File: src/design/bcs_pkg.sv
package bcs_pkg;

  localparam int unsigned CodeWidth  = 7;
  localparam int unsigned RoundWidth = 4;
  localparam int unsigned OnWidth    = 6;
  localparam int unsigned PhaseWidth = 2;
  localparam int unsigned NumPhases  = 3;

  localparam logic [CodeWidth-1:0]  CodeMax   = 7'd99;
  localparam logic [PhaseWidth-1:0] LastPhase = 2'd2;

  // Multiplying by 205 and dropping 11 bits divides by ten for every code up to 99.
  localparam logic [7:0] DivTenMult  = 8'd205;
  localparam int unsigned DivTenShift = 11;
  localparam logic [3:0] RoundDiv    = 4'd10;
  localparam logic [2:0] OnMult      = 3'd5;

  typedef struct packed {
    logic [NumPhases-1:0] drive;
    logic                 active;
    logic                 done;
  } bcs_result_t;

  function automatic logic [RoundWidth-1:0] round_of(input logic [CodeWidth-1:0] code);
    logic [14:0] prod;
    prod = 15'(code) * 15'(DivTenMult);
    return prod[DivTenShift +: RoundWidth];
  endfunction

  function automatic logic [OnWidth-1:0] on_time_of(input logic [CodeWidth-1:0] code);
    logic [RoundWidth-1:0] quot;
    logic [CodeWidth-1:0]  rem;
    quot = round_of(code);
    rem  = code - CodeWidth'(quot) * CodeWidth'(RoundDiv);
    return OnWidth'(rem[3:0]) * OnWidth'(OnMult);
  endfunction

endpackage

File: src/design/bcs_seq_core.sv
module bcs_seq_core (
  input  logic                                  clk_i,
  input  logic                                  rst_ni,
  input  logic                                  step_i,
  input  logic                                  run_enable_i,
  input  logic                                  pwm_ready_i,
  input  logic [bcs_pkg::CodeWidth-1:0]         code_i,
  output bcs_pkg::bcs_result_t                  result_o
);

  localparam logic [1:0] SeqIdle   = 2'd0;
  localparam logic [1:0] SeqRun    = 2'd1;
  localparam logic [1:0] SeqFinish = 2'd2;

  logic [1:0]                         state_q, state_d;
  logic [bcs_pkg::PhaseWidth-1:0]     phase_q, phase_d;
  logic [bcs_pkg::OnWidth-1:0]        on_cnt_q, on_cnt_d;
  logic [bcs_pkg::OnWidth-1:0]        on_lim_q, on_lim_d;
  logic [bcs_pkg::RoundWidth-1:0]     round_q, round_d;
  logic [bcs_pkg::RoundWidth-1:0]     round_lim_q, round_lim_d;
  logic                               done_q, done_d;
  logic [bcs_pkg::NumPhases-1:0]      drive_q, drive_d;
  logic                               run_phase;
  logic                               active;
  logic [bcs_pkg::RoundWidth-1:0]     round_next;

  always_comb begin
    state_d     = state_q;
    phase_d     = phase_q;
    on_cnt_d    = on_cnt_q;
    on_lim_d    = on_lim_q;
    round_d     = round_q;
    round_lim_d = round_lim_q;
    done_d      = done_q;
    drive_d     = drive_q;
    run_phase   = 1'b0;
    active      = 1'b0;
    round_next  = round_q + 1'b1;

    if (!run_enable_i) begin
      done_d = 1'b0;
    end else if (done_q) begin
      state_d = SeqIdle;
    end else begin
      case (state_q)
        SeqRun: begin
          if (on_cnt_q >= on_lim_q) begin
            on_cnt_d = bcs_pkg::OnWidth'(1);
            if (phase_q >= bcs_pkg::LastPhase) begin
              phase_d = '0;
              round_d = round_next;
              if (round_next >= round_lim_q) begin
                state_d = SeqFinish;
              end else begin
                run_phase = 1'b1;
              end
            end else begin
              phase_d   = phase_q + 1'b1;
              run_phase = 1'b1;
            end
          end else begin
            on_cnt_d  = on_cnt_q + 1'b1;
            run_phase = 1'b1;
          end
        end
        SeqFinish: begin
          done_d = 1'b1;
        end
        default: begin
          if (pwm_ready_i) begin
            round_lim_d = bcs_pkg::round_of(code_i);
            on_lim_d    = bcs_pkg::on_time_of(code_i);
            round_d     = '0;
            on_cnt_d    = '0;
            phase_d     = '0;
            done_d      = 1'b0;
            state_d     = SeqRun;
          end
        end
      endcase
    end

    if (run_phase && (on_lim_d != '0) && (phase_d <= bcs_pkg::LastPhase)) begin
      drive_d = bcs_pkg::NumPhases'(1) << phase_d;
      active  = 1'b1;
    end
  end

  always_ff @(posedge clk_i or negedge rst_ni) begin
    if (!rst_ni) begin
      state_q     <= SeqIdle;
      phase_q     <= '0;
      on_cnt_q    <= '0;
      on_lim_q    <= '0;
      round_q     <= '0;
      round_lim_q <= '0;
      done_q      <= 1'b0;
      drive_q     <= '0;
    end else if (step_i) begin
      state_q     <= state_d;
      phase_q     <= phase_d;
      on_cnt_q    <= on_cnt_d;
      on_lim_q    <= on_lim_d;
      round_q     <= round_d;
      round_lim_q <= round_lim_d;
      done_q      <= done_d;
      drive_q     <= drive_d;
    end
  end

  assign result_o.drive  = drive_d;
  assign result_o.active = active;
  assign result_o.done   = done_d;

endmodule

File: src/design/bootstrap_charge_sequencer.sv
// Bootstrap capacitor precharge sequencer, advanced by one control tick per input transfer.
// The input channel (in_valid_i/in_ready_o) carries run_enable_i and pwm_ready_i for one tick.
// Every accepted tick produces exactly one result transfer on the output channel
// (out_valid_o/out_ready_i) with the phase selects, drive_active_o and done_res_o.
// The result appears in the output register in the cycle after the tick is accepted.
// A new tick can be accepted every cycle unless the receiver stalls, including the cycle in
// which the held result is taken; one tick per cycle, set by the single output register.
// If the receiver stalls, the output register holds its result and in_ready_o drops
// until that result is taken, so the sequencer state never runs ahead of its outputs.
// The configuration channel (cfg_valid_i/bootstrap_code_i) is always ready; codes above 99
// are saturated to 99. The code is sampled when a sequence starts.
// Reset clears the code, the sequencer to idle with all phases off, and the output register.
module bootstrap_charge_sequencer (
  input  logic                          clk_i,
  input  logic                          rst_ni,
  input  logic                          cfg_valid_i,
  output logic                          cfg_ready_o,
  input  logic [bcs_pkg::CodeWidth-1:0] bootstrap_code_i,
  input  logic                          in_valid_i,
  output logic                          in_ready_o,
  input  logic                          run_enable_i,
  input  logic                          pwm_ready_i,
  output logic                          out_valid_o,
  input  logic                          out_ready_i,
  output logic                          drive_x_o,
  output logic                          drive_y_o,
  output logic                          drive_z_o,
  output logic                          drive_active_o,
  output logic                          done_res_o
);

  logic [bcs_pkg::CodeWidth-1:0] code_q;
  logic                          out_valid_q;
  bcs_pkg::bcs_result_t          res_q;
  bcs_pkg::bcs_result_t          step_res;
  logic                          step;

  assign cfg_ready_o = 1'b1;
  assign in_ready_o  = !out_valid_q || out_ready_i;
  assign step        = in_valid_i && in_ready_o;

  always_ff @(posedge clk_i or negedge rst_ni) begin
    if (!rst_ni) begin
      code_q <= '0;
    end else if (cfg_valid_i) begin
      code_q <= (bootstrap_code_i > bcs_pkg::CodeMax) ? bcs_pkg::CodeMax : bootstrap_code_i;
    end
  end

  bcs_seq_core u_core (
    .clk_i        (clk_i),
    .rst_ni       (rst_ni),
    .step_i       (step),
    .run_enable_i (run_enable_i),
    .pwm_ready_i  (pwm_ready_i),
    .code_i       (code_q),
    .result_o     (step_res)
  );

  always_ff @(posedge clk_i or negedge rst_ni) begin
    if (!rst_ni) begin
      out_valid_q <= 1'b0;
    end else if (in_ready_o) begin
      out_valid_q <= in_valid_i;
    end
  end

  always_ff @(posedge clk_i or negedge rst_ni) begin
    if (!rst_ni) begin
      res_q <= '0;
    end else if (step) begin
      res_q <= step_res;
    end
  end

  assign out_valid_o    = out_valid_q;
  assign drive_x_o      = res_q.drive[0];
  assign drive_y_o      = res_q.drive[1];
  assign drive_z_o      = res_q.drive[2];
  assign drive_active_o = res_q.active;
  assign done_res_o     = res_q.done;

  assert property (@(posedge clk_i) disable iff (!rst_ni)
    out_valid_o && !out_ready_i |-> !in_ready_o)
    else $error("Input accepted while a result is stalled.");

  assert property (@(posedge clk_i) disable iff (!rst_ni)
    out_valid_o && drive_active_o |-> $onehot({drive_z_o, drive_y_o, drive_x_o}))
    else $error("Active drive without exactly one phase selected.");

  assert property (@(posedge clk_i) disable iff (!rst_ni)
    out_valid_o |-> !(done_res_o && drive_active_o))
    else $error("Phase driven while charging is reported done.");

endmodule

File: config.mk
export PLATFORM = sky130hd
export DESIGN_NAME = bootstrap_charge_sequencer
export DESIGN_NICKNAME = d
export VERILOG_FILES = /design/src/design/bcs_pkg.sv /design/src/design/bcs_seq_core.sv /design/src/design/bootstrap_charge_sequencer.sv
export SDC_FILE = /design/constraint.sdc
export NUM_CORES = 1
export LEC_CHECK = 0
export BUFFER_PORTS_ARGS = -buffer_cell sky130_fd_sc_hd__buf_2
export CAP_MARGIN = 25
export CORE_MARGIN = 2
export CORE_UTILIZATION = 66
export CTS_CLUSTER_DIAMETER = 100
export DETAILED_ROUTE_END_ITERATION = 12
export PLACE_DENSITY = 0.83
export SYNTH_ARGS = -nofsm -noshare
export SYNTH_HDL_FRONTEND = slang
export SYNTH_SLANG_ARGS = --single-unit
export TNS_END_PERCENT = 5
File: constraint.sdc
create_clock -name clk_i -period 16.5 [get_ports clk_i]
set_input_delay 0 -clock clk_i [delete_from_list [all_inputs] [get_ports clk_i]]
set_output_delay 0 -clock clk_i [all_outputs]
set_load 0.02 [all_outputs]
## Word level (Yosys, flattened, before mapping)

Index checks and enable logic that the tools add are counted.
W data, S select, Z words.

| operators by class | value |
|---|---|
| add/subtract/negate cells | 4 |
| magnitude comparators | 5 |
| muxes and demuxes | 34 |
| bitwise operators | 3 |
| shifts and indexed selects | 1 |
| $mul | 3 |
| reduce and logical (&&, ||, !) cells | 14 |
| equal/unequal tests | 8 |

Operator list:

| cell | count |
|---|---|
| $mux W6 | 6 |
| $mux W2 | 10 |
| $mul A7 B8 Y15 const B | 1 |
| $reduce_and A7 Y1 | 2 |
| $mux W4 | 3 |
| $pmux W6 S2 | 1 |
| $mux W1 | 10 |
| $reduce_and A5 Y1 | 2 |
| $ne A3 B1 Y1 const B | 3 |
| $pmux W2 S2 | 2 |
| $pmux W4 S2 | 1 |
| $gt A7 B7 Y1 const B | 1 |
| $mux W7 | 1 |
| $add A6 B1 Y6 const B | 1 |
| $ge A6 B6 Y1 | 1 |
| $mul A4 B3 Y6 const B | 1 |
| $ne A2 B1 Y1 const B | 3 |
| $reduce_bool A6 Y1 | 1 |
| $add A4 B1 Y4 const B | 1 |
| $ge A4 B4 Y1 | 1 |
| $mul A4 B3 Y3 const B | 1 |
| $sub A4 B4 Y4 | 1 |
| $logic_and A1 B1 Y1 | 3 |
| $not A1 Y1 | 3 |
| 12 further kinds | 12 |

| storage, ports and cells | value |
|---|---|
| register bits after elaboration | 37 |
| output and inout port bits | 8 |
| input port bits | 14 |
| logic and storage cells | 83 |

## Depth between registers and ports, before layout

| depth | value |
|---|---|
| depth in word-level cells | 12 |
| depth in mapped cells | 24 |
| gate-level depth less buffers | 24 |

## Hierarchy

A second synthesis with hierarchy kept.

| second synthesis, totals | value |
|---|---|
| cell total of the unflattened synthesis | 343 |
| area total of the unflattened synthesis | 3303.2 µm² |

By module, submodules not included:

| module | cells each | times used | area an instance (µm²) | sequential area each (µm²) |
|---|---|---|---|---|
| bcs_seq_core | 300 | 1 | 2740.1 | 700.7 |
| bootstrap_charge_sequencer | 43 | 1 | 563.0 | 325.3 |

## Worst setup path before layout

OpenSTA, ideal clock, no wires.

| timing path | value |
|---|---|
| path type | register to register |
| start point | reg code_q[4] in the netlist's numbering |
| end point | reg u_core.drive_q[0] in the netlist's numbering |
| library setup time | 0.121 ns |
| buffers on the path | 0 |
| path slack | 10.538 ns |
| clock period less this slack | 5.962 ns |
| arrival | 5.841 ns |
| stages on the path, launching flop included | 24 |
| data required time | 16.379 ns |
| cells stage by stage | dfrtp_1 ha_1 fa_1 ha_1 inv_1 fa_1 inv_1 ha_1 nand4_1 a211oi_4 nor3_2 xnor2_1 ha_1 fa_1 xnor2_1 xnor3_1 xor2_1 ha_1 ha_1 fa_1 nor4_1 nand3_1 o211a_1 a22o_1 |

| between the ends | value |
|---|---|
| word-level cells in the longest chain between the ends | 12 |

Ends and longest elaborated chain:

| element | line | RTL |
|---|---|---|
| from (decl) | bootstrap_charge_sequencer.sv:32 | `logic [bcs_pkg::CodeWidth-1:0] code_q;` |
| from (signal assigned) | bootstrap_charge_sequencer.sv:46 | `code_q <= (bootstrap_code_i > bcs_pkg::CodeMax) ? bcs_pkg::CodeMax : bootstrap_code_i;` |
| $mul A7 B8 Y15 | bcs_pkg.sv:26 | `prod = 15'(code) * 15'(DivTenMult);` |
| $mul A4 B3 Y3 | bcs_pkg.sv:34 | `rem = code - CodeWidth'(quot) * CodeWidth'(RoundDiv);` |
| $sub A4 B4 Y4 | bcs_pkg.sv:34 |  |
| $mul A4 B3 Y6 | bcs_pkg.sv:35 | `return OnWidth'(rem[3:0]) * OnWidth'(OnMult);` |
| $mux W6 | bcs_seq_core.sv:70 | `if (pwm_ready_i) begin` |
| $mux W6 | bcs_seq_core.sv:45 | `case (state_q)` |
| $mux W6 | bcs_seq_core.sv:42 | `end else if (done_q) begin` |
| $mux W6 | bcs_seq_core.sv:40 | `if (!run_enable_i) begin` |
| $reduce_bool A6 Y1 | bcs_seq_core.sv:83 | `if (run_phase && (on_lim_d != '0) && (phase_d <= bcs_pkg::LastPhase)) begin` |
| $logic_and A1 B1 Y1 (2 in series) | bcs_seq_core.sv:83 |  |
| $reduce_and A2 Y1 (no line) | -- |  |
| to (signal assigned) | bcs_seq_core.sv:107 | `drive_q <= drive_d;` |
| to (decl) | bcs_seq_core.sv:22 | `logic [bcs_pkg::NumPhases-1:0] drive_q, drive_d;` |

No other way between the ends.
A chain may end at the register's enable or synchronous reset.

## Worst setup path in the final report

Ends and elaborated chain as after synthesis.

==> impl_results.md <==
- Initial antenna violation count: 0
- Root buf cell: clkbuf_8
- Reg2reg end: u_core.drive_q[0]$_DFFE_PN0P_
- Placed Area: 3150 sq um
- Die Ht: about 72 microns
- Syn nets: 381
- Fin crit share: 39.4%
- Clk Latency, worst-skew pair: ~310 ps
- Total wire length: 6100 microns
- Gr usage total: 27.2%
- Core ar.: 4380 sq um
- CP max stage cell: fa_1
- Share of layout cells above drive strength 1: 13.7%
- Yosys reg bits: 37
- Final Util: 76.8%
- Port bufs: 20
- Fin Setup TNS: 0 ps
- Synth Flop Type: dfrtp_1
- GPL Wtd Cong: 0.839
- Switching part of the total power: 45.2%
- Vias in the first global route: 2394
- Setup crit start: code_q[4]$_DFFE_PN0P_
- Async SR Flop Fraction: 100%
- Number of flops mapped to enable cells by yosys: 0
- Crit path depth: 23
- Clock share of power: 13.3%
- Detailed Place HPWL: 4380 microns
- Worst R2R Setup Slack: 10000 ps
- RSZ-0062 raised after global routing: no
- Max FO, Critical Path: 5
- Max Root-Sink Buffers: 2
- Crit-path cells: ha_1 > ha_1 > fa_1 > inv_1 > fa_1 > inv_1 > ha_1 > a21oi_1 > a211oi_4 > nor3_2 > xnor2_1 > ha_1 > fa_1 > xnor2_1 > xnor3_1 > xor2_1 > ha_1 > ha_1 > fa_1 > nor4_1 > nand3_1 > o211a_1 > a22o_1
- # IOs: 22
- Placed Cells: 370
- CTS buffer count: 5
- Outcome: finished, final reports clean
- P per Cell Area: 185 nW/um^2
- Max cap viols: 0
- Synth Warn #: 0
- Pint: 0.341 mW
- Row count: 24
- Post-CTS Setup Inserts: 0
- Fmax: 154 MHz
- Remaining Overflow, GRT: 0
- Initial Utilization: between 60 and 70%
- Hold Violations, Final: 0
- Via density: 5.94
- VDD IR max: ~0.18 mV
- Cell family with most CP delay: adder cells
- Setup crit start kind: flop
- Worst EP arrival: 6690 ps
- Worst setup margin: roughly 10000 ps
- Slew Limit Fails: 0
- Die X: 71.6 microns
- # setup viols final: 0
- WP data required: roughly 17000 ps
- Worst Hold Class: input port to flop
- Clock skew: 10.9 ps
- Reg2reg start: code_q[4]$_DFFE_PN0P_
- Slew HR: 45.7%
- Final min period: 6500 ps
- Reg2reg path depth: 23
- CTS-repair resized insts: 0
- Overall power: ~0.62 mW
- Sw power: 0.281 mW
- Register cell area after layout: about 900 sq um
- Worst Setup EP: u_core.drive_q[0]$_DFFE_PN0P_
- Worst Setup End Kind: flop
- Total die area: ~5100 sq um
- Layout fillers: 264
- Non-filler cells, final: a little under 400
- Vias: 2305
- CTS H-tree lvls: 2
- Register area share after synthesis: 30.7%
- ANT cells: 0
- First drt pass iteration count: 4
- Setup Crit Path Kind: flop to flop
- CTS sink count: 37
- Largest net degree at the start of global routing: 38
- Area of the multi-input gates: 1900 sq um
- Pleak: 1.68 nW
- Mapped Cells: just over 300
- Final Cell Area: 3370 sq um
- Initial drt markers: 143
- Most frequent CP cell: ha_1
- Comb pwr share: 63.1%
- P&R area growth vs syn: 11.6%
- Cell variety after synth: 48
- DRT antenna net count: 0
- Mapped Area: 3020 sq um
- WL/cell: 15.7 microns
- CP peak stage delay: approximately 530 ps
- Hold WS: 24.3 ps
- Dpl ws: 10060 ps
- Global-route wire length before repair: approximately 11000 microns
- Least-Margin Pin Slew: approximately 810 ps
- WP buf/inv: 2
- DRC: 0
- Nets: 411
- Sequential power share: about a quarter
- Syn Area/Cell: around 9.9 sq um
- Reg clk slew, reported paths: about 80 ps
- CTS tree: done
==> placed cells by master (no fill, tap or decap), drive strengths merged, types with 2 or more instances in the layout <==
| cell | n |
|---|---|
| nor2b | 2 |
| inv | 42 |
| fa | 10 |
| a21oi | 8 |
| and3 | 3 |
| o21a | 3 |
| o31ai | 2 |
| xor2 | 2 |
| nand4 | 5 |
| nand3 | 10 |
| or2 | 2 |
| o21ai | 25 |
| o22a | 2 |
| dlygate4sd3 | 10 |
| o211ai | 2 |
| xnor2 | 5 |
| and2 | 2 |
| a22o | 5 |
| nor3 | 4 |
| a21o | 2 |
| nand2b | 6 |
| clkbuf | 5 |
| o22ai | 3 |
| buf | 20 |
| nor4 | 2 |
| a31oi | 2 |
| mux2 | 9 |
| dfrtp | 37 |
| ha | 52 |
| nor2 | 15 |
| a211oi | 3 |
| nand2 | 21 |
==> worst register-to-register path: stages (launching register included) <==
cell and delay, ps:
dfrtp_1 450, ha_1 330, ha_1 300, fa_1 530
inv_1 60, fa_1 500, inv_1 40, ha_1 280
a21oi_1 260, a211oi_4 70, nor3_2 230, xnor2_1 140
ha_1 220, fa_1 400, xnor2_1 210, xnor3_1 300
xor2_1 180, ha_1 290, ha_1 200, fa_1 450
nor4_1 320, nand3_1 180, o211a_1 280, a22o_1 180
==> power groups by stage <==
| stage | clock network (mW) | registers [mW] | logic (mW) |
|---|---|---|---|
| 6_report | 0.0825 | 0.147 | 0.392 |
| 5_1_grt | 0.0860 | 0.150 | 0.447 |
| 4_1_cts | 0.0831 | 0.146 | 0.392 |
| 3_5_place_dp | 0 | 0.147 | 0.381 |
| 2_1_floorplan | 0 | 0.147 | 0.292 |
| 3_3_place_gp | 0 | 0.146 | 0.366 |
==> cells by family after synthesis <==
logic type | share of synthesized area, %
mux | 3.69
compound gates | 15.4
flops | 30.7
other cells | 0.124
buf+inv | 6.22
fa+ha+maj | 28.2
simple gates | 12.1
xor+xnor | 3.57
==> repair_timing <==
action / 4_1_cts / 5_1_grt
endpoints found under the hold margin: 47 / 0
hold buffers: 10 / 0
setup endpoints to repair: 0 / 0
==> worst min path at each step <==
stage / start / to / slack (ps) / cells past startpoint
2_1_floorplan: rst_ni / code_q[0]$_DFFE_PN0P_ / -300 / 0
3_3_place_gp: rst_ni / u_core.round_q[0]$_DFFE_PN0P_ / 130 / 1
3_5_place_dp: rst_ni / u_core.round_q[0]$_DFFE_PN0P_ / 130 / 1
4_1_cts: out_ready_i / out_valid_o$_DFFE_PN0N_ / 10 / 3
5_1_grt: cfg_valid_i / code_q[3]$_DFFE_PN0P_ / 70 / 2
6_report: out_ready_i / out_valid_o$_DFFE_PN0N_ / 20 / 3
==> area by class of cell <==
cell class	instances	area share, %
multi-input cells	219	56.5
clock inverters	3	1.37
flip-flops and latches	37	27.5
inverters	42	4.68
repair buffers	30	5.95
well taps	52	1.93
clock buffers	5	2.04
==> metal layers <==
layer  track usage, %  vias to the layer above  part of all wire [%]
li1                 -                     1120                     -
met1             36.3                     1120                    46
met2             45.1                       49                    48
met3             4.92                       16                   4.0
met4             9.01                        0                   2.1
met5                0                        -                     0
==> synthesized netlist by cell type (2+ instances only) <==
cell type,number,area [sq um]
ha_1,52,651
inv_1,42,158
dfrtp_1,37,926
nand2_1,21,78.8
o21ai_0,21,105
nor2_1,15,56.3
fa_1,10,200
nand3_1,10,50.1
mux2_2,9,101
a21oi_1,8,40.0
clkbuf_1,6,22.5
nand2b_1,6,37.5
a22o_1,5,43.8
xnor2_1,5,43.8
nand4_1,4,25.0
o21ai_1,4,20.0
and3_1,3,18.8
nor3_1,3,15.0
o21a_1,3,22.5
o22ai_1,3,18.8
a211oi_4,2,40.0
a21o_1,2,15.0
a31oi_1,2,12.5
nor2b_1,2,12.5
nor4_1,2,12.5
o211ai_1,2,15.0
o22a_1,2,17.5
o31ai_1,2,15.0
or2_1,2,12.5
xor2_1,2,17.5
==> state kept, by name, indices dropped and copies added (netlist names) <==
register            cells
u_core.on_cnt_q         6
drive_active_o          1
u_core.round_lim_q      4
u_core.done_q           1
code_q                  7
out_valid_o             1
u_core.drive_q          3
u_core.phase_q          2
u_core.round_q          4
u_core.state_q          2
u_core.on_lim_q         6
No activity file was read; power rests on OpenSTA's default activity.
